--- src/rtl/assert_macros.svh ---
// ----------------------------------------------------------------------------
// assertion macros
// shared helpers for concurrent checks in the rtl
// ----------------------------------------------------------------------------
`ifndef ASSERT_MACROS_SVH
`define ASSERT_MACROS_SVH

// property checked at every rising edge, off while reset is held
`define ASSERT_CLK(label, clk_sig, rst_n, prop, msg) \
	label: assert property (@(posedge clk_sig) disable iff (!rst_n) (prop)) \
	else $error(msg);

// same-cycle implication
`define ASSERT_IMPL(label, clk_sig, rst_n, ante, cons, msg) \
	label: assert property (@(posedge clk_sig) disable iff (!rst_n) (ante) |-> (cons)) \
	else $error(msg);

`endif

--- src/rtl/alis_pkg.sv ---
// ----------------------------------------------------------------------------
// alis_pkg
// types and codes shared by the array list blocks
// ----------------------------------------------------------------------------
package alis_pkg;

	localparam int DATA_W   = 32;
	localparam int ACTION_W = 3;
	localparam int POS_W    = 6;
	localparam int STATUS_W = 3;
	localparam int FOUND_W  = 5;
	localparam int LENGTH_W = 6;

	localparam logic [ACTION_W-1:0] ACT_APPEND   = 3'd0;
	localparam logic [ACTION_W-1:0] ACT_INSERT   = 3'd1;
	localparam logic [ACTION_W-1:0] ACT_SEARCH   = 3'd2;
	localparam logic [ACTION_W-1:0] ACT_DEL_LAST = 3'd3;
	localparam logic [ACTION_W-1:0] ACT_DEL_AT   = 3'd4;

	typedef enum logic [STATUS_W-1:0] {
		ST_OK       = 3'd0,
		ST_FULL     = 3'd1,
		ST_EMPTY    = 3'd2,
		ST_RANGE    = 3'd3,
		ST_NOTFOUND = 3'd4
	} status_t;

	// per-cell control for one transaction
	typedef struct packed {
		logic load_value;
		logic take_left;
		logic take_right;
		logic occupied;
	} cell_ctrl_t;

endpackage

--- src/rtl/array_list_insert_delete_search.sv ---
// ----------------------------------------------------------------------------
// array_list_insert_delete_search
// ordered list of up to CAPACITY signed 32-bit entries held in a row of cells.
// input transaction: action, value, position on in_valid/in_ready.
// output transaction: status, found_index, length on out_valid/out_ready.
// every transaction returns exactly one result, through the middle stage and the output register.
// one transaction per cycle while the receiver does not stall: all cells shift and compare in parallel,
// and the lowest-match encoder sits in the second stage.
// a stalled receiver holds the output register; the middle stage then fills
// and in_ready drops until out_ready returns.
// reset empties the list (length 0); entry contents are not cleared.
// ----------------------------------------------------------------------------
module array_list_insert_delete_search
	import alis_pkg::*;
#(
	parameter int CAPACITY = 32
) (
	input  logic                clk,
	input  logic                arst_n,
	input  logic                in_valid,
	output logic                in_ready,
	input  logic [ACTION_W-1:0] action,
	input  logic signed [DATA_W-1:0] value,
	input  logic [POS_W-1:0]    position,
	output logic                out_valid,
	input  logic                out_ready,
	output logic [STATUS_W-1:0] status,
	output logic [FOUND_W-1:0]  found_index,
	output logic [LENGTH_W-1:0] length
);

	`include "assert_macros.svh"

	localparam int CW   = $clog2(CAPACITY + 1);
	localparam int IW   = $clog2(CAPACITY);
	localparam int CMPW = (CW > POS_W) ? CW : POS_W;
	localparam int FW   = (IW > FOUND_W) ? IW : FOUND_W;
	localparam int LW   = (CW > LENGTH_W) ? CW : LENGTH_W;

	logic [CW-1:0]   count_q;
	logic            valid_s1;
	status_t         status_s1;
	logic            search_s1;
	logic            out_valid_q;
	status_t         status_q;
	logic [FOUND_W-1:0]  found_q;
	logic [LENGTH_W-1:0] length_q;

	logic            accept;
	logic            out_adv;
	logic            s1_adv;
	logic [CMPW-1:0] pos_ext;
	logic [CMPW-1:0] cnt_ext;
	logic            is_full;
	logic            is_empty;
	logic            do_append;
	logic            do_insert;
	logic            do_delete;
	logic            do_dec;
	status_t         status_d;

	logic [DATA_W-1:0] entry_w [CAPACITY];
	logic [CAPACITY-1:0] match_w;
	cell_ctrl_t        ctrl_w [CAPACITY];
	logic              any_match;
	logic [IW-1:0]     match_idx;
	logic [FW-1:0]     found_ext;
	logic [LW-1:0]     length_ext;

	// handshake
	assign out_adv  = !out_valid_q || out_ready;
	assign s1_adv   = valid_s1 && out_adv;
	assign in_ready = !valid_s1 || out_adv;
	assign accept   = in_valid && in_ready;

	assign pos_ext  = CMPW'(position);
	assign cnt_ext  = CMPW'(count_q);
	assign is_full  = (cnt_ext >= CMPW'(CAPACITY));
	assign is_empty = (count_q == '0);

	// decode action into list edits and a status
	always_comb begin
		do_append = 1'b0;
		do_insert = 1'b0;
		do_delete = 1'b0;
		do_dec    = 1'b0;
		status_d  = ST_OK;
		case (action)
			ACT_APPEND: begin
				if (is_full) begin
					status_d = ST_FULL;
				end else begin
					do_append = 1'b1;
				end
			end
			ACT_INSERT: begin
				if (is_full) begin
					status_d = ST_FULL;
				end else if (pos_ext > cnt_ext) begin
					status_d = ST_RANGE;
				end else begin
					do_insert = 1'b1;
				end
			end
			ACT_SEARCH: begin
				status_d = ST_NOTFOUND;
			end
			ACT_DEL_LAST: begin
				if (is_empty) begin
					status_d = ST_EMPTY;
				end else begin
					do_dec = 1'b1;
				end
			end
			ACT_DEL_AT: begin
				if (is_empty) begin
					status_d = ST_EMPTY;
				end else if (pos_ext >= cnt_ext) begin
					status_d = ST_RANGE;
				end else begin
					do_delete = 1'b1;
					do_dec    = 1'b1;
				end
			end
			default: begin
				status_d = ST_OK;
			end
		endcase
	end

	// row of cells
	for (genvar i = 0; i < CAPACITY; i++) begin : g_cell
		localparam logic [CMPW-1:0] IDX = CMPW'(i);
		logic [DATA_W-1:0] left_w;
		logic [DATA_W-1:0] right_w;

		assign ctrl_w[i].load_value = (do_append && (IDX == cnt_ext)) ||
			(do_insert && (IDX == pos_ext));
		assign ctrl_w[i].take_left  = do_insert && (IDX > pos_ext);
		assign ctrl_w[i].take_right = do_delete && (IDX >= pos_ext);
		assign ctrl_w[i].occupied   = (IDX < cnt_ext);

		if (i == 0) begin : g_first
			assign left_w = '0;
		end else begin : g_mid_l
			assign left_w = entry_w[i-1];
		end
		if (i == CAPACITY - 1) begin : g_last
			assign right_w = entry_w[i];
		end else begin : g_mid_r
			assign right_w = entry_w[i+1];
		end

		alis_cell u_cell (
			.clk   (clk),
			.en    (accept),
			.ctrl  (ctrl_w[i]),
			.value (value),
			.left  (left_w),
			.right (right_w),
			.entry (entry_w[i]),
			.match (match_w[i])
		);
	end

	alis_find #(
		.N  (CAPACITY),
		.IW (IW)
	) u_find (
		.match (match_w),
		.any   (any_match),
		.idx   (match_idx)
	);

	assign found_ext  = FW'(match_idx);
	assign length_ext = LW'(count_q);

	always_ff @(posedge clk or negedge arst_n) begin
		if (!arst_n) begin
			count_q     <= '0;
			valid_s1    <= 1'b0;
			out_valid_q <= 1'b0;
		end else begin
			if (accept) begin
				if (do_append || do_insert) begin
					count_q <= count_q + CW'(1);
				end else if (do_dec) begin
					count_q <= count_q - CW'(1);
				end
			end
			if (accept) begin
				valid_s1 <= 1'b1;
			end else if (s1_adv) begin
				valid_s1 <= 1'b0;
			end
			if (s1_adv) begin
				out_valid_q <= 1'b1;
			end else if (out_ready) begin
				out_valid_q <= 1'b0;
			end
		end
	end

	always_ff @(posedge clk) begin
		if (accept) begin
			status_s1 <= status_d;
			search_s1 <= (action == ACT_SEARCH);
		end
		// count_q already holds this transaction's new length here
		if (s1_adv) begin
			length_q <= length_ext[LENGTH_W-1:0];
			if (search_s1 && any_match) begin
				status_q <= ST_OK;
				found_q  <= found_ext[FOUND_W-1:0];
			end else begin
				status_q <= status_s1;
				found_q  <= '0;
			end
		end
	end

	assign out_valid   = out_valid_q;
	assign status      = status_q;
	assign found_index = found_q;
	assign length      = length_q;

	`ASSERT_CLK(a_count_cap, clk, arst_n, CW'(CAPACITY) >= count_q, "count above capacity")
	`ASSERT_IMPL(a_found_ok, clk, arst_n, out_valid_q && (status_q != ST_OK), found_q == '0,
		"found index set without a successful search")
	`ASSERT_CLK(a_full_hold, clk, arst_n,
		(accept && (action == ACT_APPEND) && is_full) |=> $stable(count_q),
		"append on full list changed length")
	`ASSERT_CLK(a_s1_hold, clk, arst_n, (valid_s1 && !out_adv) |=> valid_s1,
		"middle stage dropped a stalled transaction")

endmodule

--- src/rtl/alis_cell.sv ---
// ----------------------------------------------------------------------------
// alis_cell
// one list slot: holds an entry, shifts with its neighbors, flags a match
// ----------------------------------------------------------------------------
module alis_cell
	import alis_pkg::*;
(
	input  logic              clk,
	input  logic              en,
	input  cell_ctrl_t        ctrl,
	input  logic [DATA_W-1:0] value,
	input  logic [DATA_W-1:0] left,
	input  logic [DATA_W-1:0] right,
	output logic [DATA_W-1:0] entry,
	output logic              match
);

	logic [DATA_W-1:0] entry_q;
	logic              match_q;

	always_ff @(posedge clk) begin
		if (en) begin
			if (ctrl.load_value) begin
				entry_q <= value;
			end else if (ctrl.take_left) begin
				entry_q <= left;
			end else if (ctrl.take_right) begin
				entry_q <= right;
			end
			// compare against contents before this transaction's update
			match_q <= ctrl.occupied && (entry_q == value);
		end
	end

	assign entry = entry_q;
	assign match = match_q;

endmodule

--- src/rtl/alis_find.sv ---
// ----------------------------------------------------------------------------
// alis_find
// picks the lowest flagged cell and encodes its index
// ----------------------------------------------------------------------------
module alis_find
	import alis_pkg::*;
#(
	parameter int N  = 32,
	parameter int IW = 5
) (
	input  logic [N-1:0]  match,
	output logic          any,
	output logic [IW-1:0] idx
);

	logic [N-1:0] lowest;

	// isolate lowest set bit, then or-encode
	assign lowest = match & (~match + N'(1));
	assign any    = |match;

	always_comb begin
		idx = '0;
		for (int b = 0; b < IW; b++) begin
			for (int i = 0; i < N; i++) begin
				if (((i >> b) & 1) == 1) begin
					idx[b] = idx[b] | lowest[i];
				end
			end
		end
	end

endmodule
--- config.mk ---
export PLATFORM = sky130hd
export DESIGN_NAME = array_list_insert_delete_search
export DESIGN_NICKNAME = d
export VERILOG_FILES = /design/src/rtl/alis_pkg.sv /design/src/rtl/array_list_insert_delete_search.sv /design/src/rtl/alis_cell.sv /design/src/rtl/alis_find.sv
export VERILOG_INCLUDE_DIRS = /design/src /design/src/rtl
export SDC_FILE = /design/constraint.sdc
export NUM_CORES = 2
export LEC_CHECK = 0
export BUFFER_PORTS_ARGS = -buffer_cell sky130_fd_sc_hd__buf_2
export CAP_MARGIN = 20
export CORE_ASPECT_RATIO = 0.5
export CORE_UTILIZATION = 65
export DETAILED_ROUTE_END_ITERATION = 10
export PLACE_DENSITY = 0.89
export SETUP_SLACK_MARGIN = 0.2
export SYNTH_ARGS = -nofsm -noshare
export SYNTH_HDL_FRONTEND = slang
export SYNTH_SLANG_ARGS = --single-unit
--- constraint.sdc ---
create_clock -name clk -period 6.1 [get_ports clk]
set_input_delay 0.915 -clock clk [delete_from_list [all_inputs] [get_ports clk]]
set_output_delay 0.915 -clock clk [all_outputs]
set_load 0.01 [all_outputs]
## Word-level counts from Yosys, hierarchy flattened

Index checks and enable logic that the tools add are counted.

| word-level totals | value |
|---|---|
| bits in registers | 1082 |
| input bits | 45 |
| output and inout bits | 16 |
| word-level logic and storage cells | 737 |

| operators by class | value |
|---|---|
| add/sub/neg operators | 3 |
| magnitude comparators | 98 |
| eq/ne operators | 98 |
| multiplexer cells | 118 |
| bitwise gates (word level) | 77 |
| reductions and logical operators | 271 |

Operator list:

| cell | count |
|---|---|
| two-way mux 32 bit | 95 |
| equality test 32 bit | 32 |
| equality test 5 x 6 -> 1 bit (first input constant) | 32 |
| logical AND 1 bit | 162 |
| equality test 4 x 6 -> 1 bit (first input constant) | 16 |
| greater-than comparator 5 x 6 -> 1 bit (first input constant) | 16 |
| < comparator 5 x 6 -> 1 bit (first input constant) | 16 |
| nonzero test 3 bit | 31 |
| greater-or-equal comparator 5 x 6 -> 1 bit (first input constant) | 15 |
| OR 1 bit | 75 |
| AND reduction 2 bit | 33 |
| equality test 3 x 6 -> 1 bit (first input constant) | 8 |
| greater-or-equal comparator 4 x 6 -> 1 bit (first input constant) | 8 |
| greater-than comparator 4 x 6 -> 1 bit (first input constant) | 8 |
| < comparator 4 x 6 -> 1 bit (first input constant) | 8 |
| logical OR 1 bit | 35 |
| adder 32 x 1 -> 32 bit (second input constant) | 1 |
| AND 32 bit | 1 |
| inverter 32 bit | 1 |
| OR reduction 32 bit | 1 |
| equality test 2 x 6 -> 1 bit (first input constant) | 4 |
| greater-or-equal comparator 3 x 6 -> 1 bit (first input constant) | 4 |
| greater-than comparator 3 x 6 -> 1 bit (first input constant) | 4 |
| < comparator 3 x 6 -> 1 bit (first input constant) | 4 |
| other kinds (24) | 55 |

## Longest topological paths before layout

| logic depth | value |
|---|---|
| word-level depth | 18 |
| depth in mapped cells | 14 |
| depth with buffers taken out | 8 |

## Cells and area by module

Synthesis repeated with hierarchy kept, for this count alone.

| second synthesis, totals | value |
|---|---|
| cells, all modules | 6524 |
| area, all modules | 68155.4 um2 |

Modules (own cells, without submodules):

| module | instances | cells an instance | area an instance (um2) | sequential area each (um2) |
|---|---|---|---|---|
| alis_cell | 32 | 189 | 2025.7 | 991.0 |
| array_list_insert_delete_search | 1 | 383 | 2796.4 | 740.7 |
| alis_find | 1 | 93 | 536.8 | 0.0 |

## Worst setup path before layout

OpenSTA, ideal clock, no wires.

| timing path | value |
|---|---|
| path type | input -> register |
| from | in position[5] |
| to | reg g_cell[1].u_cell.entry_q[0], enable pin |
| library setup time | 441 ps |
| data arrival time | 4420 ps |
| data required time | 5659 ps |
| setup slack | 1240 ps |
| stages | 9 |
| path buffers | 3 |
| path through | ha_1 and4_1 o21ai_1 a31oi_1 buf_6 or3_1 buf_2 buf_2 a31oi_1 |

| on the way | value |
|---|---|
| longest elaborated chain between the ends | 8 |
| elaborated cells on any way between the ends | 17 |
| those cells by class | 4 x order compare; 1 x eq/ne; 6 x mux; 6 x reduce/logical |

Ends and longest elaborated chain:

| what | line | text |
|---|---|---|
| start, declared | array_list_insert_delete_search.sv:24 | `input logic [POS_W-1:0] position,` |
| greater-than comparator 6 bit | array_list_insert_delete_search.sv:99 | `end else if (pos_ext > cnt_ext) begin` |
| two-way mux 1 bit | array_list_insert_delete_search.sv:99 |  |
| two-way mux 1 bit | array_list_insert_delete_search.sv:97 | `if (is_full) begin` |
| two-way mux 1 bit | array_list_insert_delete_search.sv:88 | `case (action)` |
| logical AND 1 bit | array_list_insert_delete_search.sv:138 | `(do_insert && (IDX == pos_ext));` |
| logical OR 1 bit | array_list_insert_delete_search.sv:137 | `assign ctrl_w[i].load_value = (do_append && (IDX == cnt_ext)) \|\|` |
| nonzero test 3 bit (no source line) * | - |  |
| AND reduction 2 bit (no source line) * | - |  |
| end signal, assigned | alis_cell.sv:24 | `entry_q <= value;` |
| end signal, assigned | alis_cell.sv:26 | `entry_q <= left;` |
| end signal, assigned | alis_cell.sv:28 | `entry_q <= right;` |
| end, declared | alis_cell.sv:18 | `logic [DATA_W-1:0] entry_q;` |

Mark *: on every way between the ends. The rest lies on a longest branch, timed or not.
A chain may end at the register's enable or synchronous reset.

## Worst setup path in the final report

| timing path | value |
|---|---|
| from | reg count_q[1] (netlist: cnt_ext[1]) |
| to | reg g_cell[1].u_cell.entry_q[20], enable pin |

| on the way | value |
|---|---|
| longest elaborated chain between the ends | 8 |
| elaborated cells on any way between the ends | 20 |
| those cells by class | 3 x order compare; 1 x eq/ne; 8 x mux; 8 x reduce/logical |

Ends and longest elaborated chain:

| what | line | text |
|---|---|---|
| start, declared | array_list_insert_delete_search.sv:40 | `logic [CW-1:0] count_q;` |
| start signal, assigned | array_list_insert_delete_search.sv:186 | `count_q <= count_q + CW'(1);` |
| start signal, assigned | array_list_insert_delete_search.sv:188 | `count_q <= count_q - CW'(1);` |
| greater-than comparator 6 bit | array_list_insert_delete_search.sv:99 |  |
| two-way mux 1 bit | array_list_insert_delete_search.sv:99 |  |
| two-way mux 1 bit | array_list_insert_delete_search.sv:97 |  |
| two-way mux 1 bit | array_list_insert_delete_search.sv:88 |  |
| logical AND 1 bit | array_list_insert_delete_search.sv:138 |  |
| logical OR 1 bit | array_list_insert_delete_search.sv:137 |  |
| nonzero test 3 bit (no source line) * | - |  |
| AND reduction 2 bit (no source line) * | - |  |

Marks and branches as above.

==> impl_results.md <==
* Wire per inst at 32.38 µm
* Post-synth top area share at 47.08%
* Synth Area in Simple Gates at 10.05%
* CTS tree: done
* Synth area leaders: edfxtp_1 (47%), mux2i_1 (12%), xor2_1 (8.3%), xnor2_1 (4.8%), mux2_2 (4.8%)
* Number of flops mapped to enable cells by yosys at 1074
* P&R area growth vs syn at 7.165%
* Vias in the first global route at 52420
* Layout net count at 6189
* Resize count post-CTS at 0
* Total wire length at 246500 µm
* Clock Power Share at 39.0%
* Hpwl dp at 173800 µm
* Post-Synth Adder-Cell Area at 0.1826%
* Worst setup path category: reg -> reg
* Count leader, synth: edfxtp_1
* Drt pass-1 iters at 11
* Maximum vdd drop at 0.0002308 V
* Drc violations at 2
* Sw Ratio at 26.28%
* Post-Syn Area at 68510 µm²
* Worst-Skew Late Latency at 750 ps
* Slowest cell on crit path: a31oi_4
* Synth warnings at 0
* Mapped Cells at 6361
* GRT overflow at 0
* Clk sinks at 1082
* Ys flop type: edfxtp_1
* Port bufs at 60
* Cell Int Power at 0.01182 W
* Syn Nets at 6416
* Post-DP Area at 70180 µm²
* First-pass GRT wire length at 353500 µm
* Buf/Inv on CP at 6
* CP required at 6540 ps
* Tot GR Track Use at 45.34%
* Worst hold path class: in -> async
* Max cap viols at 0
* DR iter-0 viols at 10640
* Die area at 106800 µm²
* Seq pwr share at 51.3%
* Initial antenna violation count at 15
* Post-synth top cells: edfxtp_1 (1074), mux2i_1 (814), xor2_1 (649)
* Post-layout util at 70.91%
* Tot Pwr at 0.01603 W
* Crit path max fanout at 21
* Power Density at 218.3 nW/µm²
* DIE WIDTH at 461.1 µm
* Worst Skew at 34.74 ps
* Seq cells post-synth at 1082
* Worst path cell trace: buf_4 > inv_1 > ha_1 > buf_4 > inv_1 > nor2_2 > or3_1 > nor2_2 > buf_4 > nand3b_1 > a31oi_4 > buf_4
* Routability Congestion at 1.086
* Fill count at 6869
* Most area-hungry cell type in the Yosys netlist: edfxtp_1
* Sequential share of the synthesized area at 47.37%
* Worst-case clock buffer depth at 3
* Initial Util at 66.17%
* Final Cell Area at 73420 µm²
* Status: finished, violations left
* Post-Synth XOR/XNOR Area at 13.13%
* Core ar. at 103500 µm²
* Compound-Gate Fraction of Synth Area at 8.040%
* WP data arrival at 5370 ps
* Mux contribution to synthesized area at 17.31%
* Worst setup EP type: flop
* CTS clk-pin slew, worst paths at 70 ps
* Worst stage delay on the critical path at 800 ps
* LEAKAGE at 25.61 nW
* CTS Root Buffer Type: clkbuf_16
* Failing checks: DRC
* CTS Hold Bufs at 0
* IO Count at 61
* # setup viols final at 0
* Min cycle time layout at 4927 ps
* Largest family of logic cells by synthesized area: multiplexers
* Row Count at 83
* Fmax at 0.2029 GHz
* Worst path most repeated cell: buf_4
* Asr flop ratio synth at 0.7394%
* Vias/cell at 7.277
* Crit start category: flop
* Cts bufs inserted at 97
* Netlist cell types at 86
* Final hold vios at 0
* Pins Over Slew Limit at 0
* Share of cells above drive strength 1 at 13.07%
* Routed Antenna Nets at 0
* Worst-Margin Slew at 1169 ps
* Die H at 231.6 µm
* CP top delay family: buffers and inverters
* Psw at 0.004212 W
* Relative slew slack at 21.36%
* Pin count of the biggest net entering global routing at 66
* Post-CTS setup buffer count at 0
* H-tree Lvls at 3
* Comb pwr share at 9.6%
* RSZ-0062 raised after global routing: no
* Final Cycle Share at 80.78%
* Vias at 55400
* Total Negative Setup Slacks at 0 ps
* Avg Inst Size Synth at 10.77 µm²
-- worst reg2reg max path: stages (launching register included) --
cell and delay (ps):
dfrtp_1 320, buf_4 360, inv_1 240, ha_1 240, buf_4 190, inv_1 420, nor2_2 160, or3_1 540
nor2_2 600, buf_4 300, nand3b_1 160, a31oi_4 800, buf_4 320
-- final timing paths --
check / depth (start not counted) / end / slack, ps / startpoint
max: 12 / g_cell[1].u_cell.entry[20] / 1170 / cnt_ext[1]
min: 1 / out_valid / 80 / arst_n
max reg2reg: 12 / g_cell[1].u_cell.entry[20] / 1170 / cnt_ext[1]
min reg2reg: 1 / out_valid / 490 / valid_s1
max in group asynchronous: 1 / cnt_ext[1] / 5730 / arst_n
min in group clk: 3 / out_valid / 440 / out_ready
-- per-layer routing --
metal | routed length [µm] | track usage (%) | share of wire (%) | vias to the layer above
li1 | - | - | - | 22520
met1 | 80710 | 56.85 | 33 | 25950
met2 | 101600 | 65.16 | 41 | 5512
met3 | 44440 | 19.00 | 18 | 1392
met4 | 19620 | 27.53 | 8.0 | 26
met5 | 180 | 0 | 0.073 | -
-- through the flow --
stage / cells / hold WS (ps) / worst slack (ps)
detailed placement: 7427 / 476.1 / 1062
global placement: 7424 / 460.8 / 1144
finish: 7614 / 76.95 / 1173
global route: 7608 / 71.09 / 1257
floorplan: 6361 / 419.6 / 1240
CTS: 7598 / 65.53 / 1382
-- layout make-up --
cell class	instances	area (µm²)	area share, %
tap	1402	1754	2.389
multi-input combinational	4682	34080	46.43
timing repair buffer	254	2024	2.758
inverter	17	63.81	0.08692
clock buffer	115	2537	3.456
sequential	1082	32450	44.20
clock inverter	56	485.5	0.6613
antenna	6	15.01	0.02045
-- registers in the layout (all words and copies together), names as in the netlist --
signal / cells
status_s1: 3
out_valid: 1
cnt_ext: 6
status: 3
valid_s1: 1
length: 6
search_s1: 1
g_cell.u_cell.match: 32
found_index: 5
g_cell.u_cell.entry: 1024
-- cells by family after synthesis --
kind of cell	Yosys count
multiplexers	1134
XOR/XNOR	1027
AND/OR/NAND/NOR	1488
AO/OA/AOI/OAI	1023
buffers and inverters	597
flip-flops	1082
adder cells (fa/ha/maj)	10
-- power by group through the flow --
| stage | logic (W) | registers [W] | clock network [W] |
|---|---|---|---|
| 2_1_floorplan | 0.000823 | 0.00836 | 0 |
| 3_3_place_gp | 0.00139 | 0.00838 | 0 |
| 3_5_place_dp | 0.00142 | 0.00838 | 0 |
| 4_1_cts | 0.00143 | 0.00822 | 0.00617 |
| 5_1_grt | 0.00154 | 0.00822 | 0.00643 |
| 6_report | 0.00154 | 0.00823 | 0.00626 |
-- cell usage in the layout, fill, tap and decap left out, types with 13 or more instances in the layout --
| cell | Yosys | final |
|---|---|---|
| edfxtp_1 | 1074 | 1074 |
| nand2_1 | 501 | 500 |
| nor3_1 | 46 | 45 |
| mux2_2 | 290 | 290 |
| nand3_1 | 57 | 49 |
| o21ai_0 | 482 | 482 |
| inv_1 | 15 | 14 |
| nor2_1 | 464 | 452 |
| clkinv_2 | 0 | 17 |
| clkbuf_1 | 303 | 16 |
| xor2_1 | 649 | 649 |
| nand4_1 | 132 | 132 |
| a31oi_4 | 1 | 14 |
| mux2i_1 | 814 | 814 |
| and3_1 | 23 | 13 |
| nor4_1 | 187 | 187 |
| clkinv_1 | 2 | 24 |
| buf_2 | 162 | 29 |
| buf_4 | 55 | 209 |
| clkbuf_16 | 0 | 99 |
| a21oi_1 | 422 | 414 |
| and2_1 | 15 | 14 |
| nor2_2 | 3 | 13 |
| xnor2_1 | 378 | 378 |
| mux2_4 | 29 | 29 |
(Power assumes the default switching activity.)
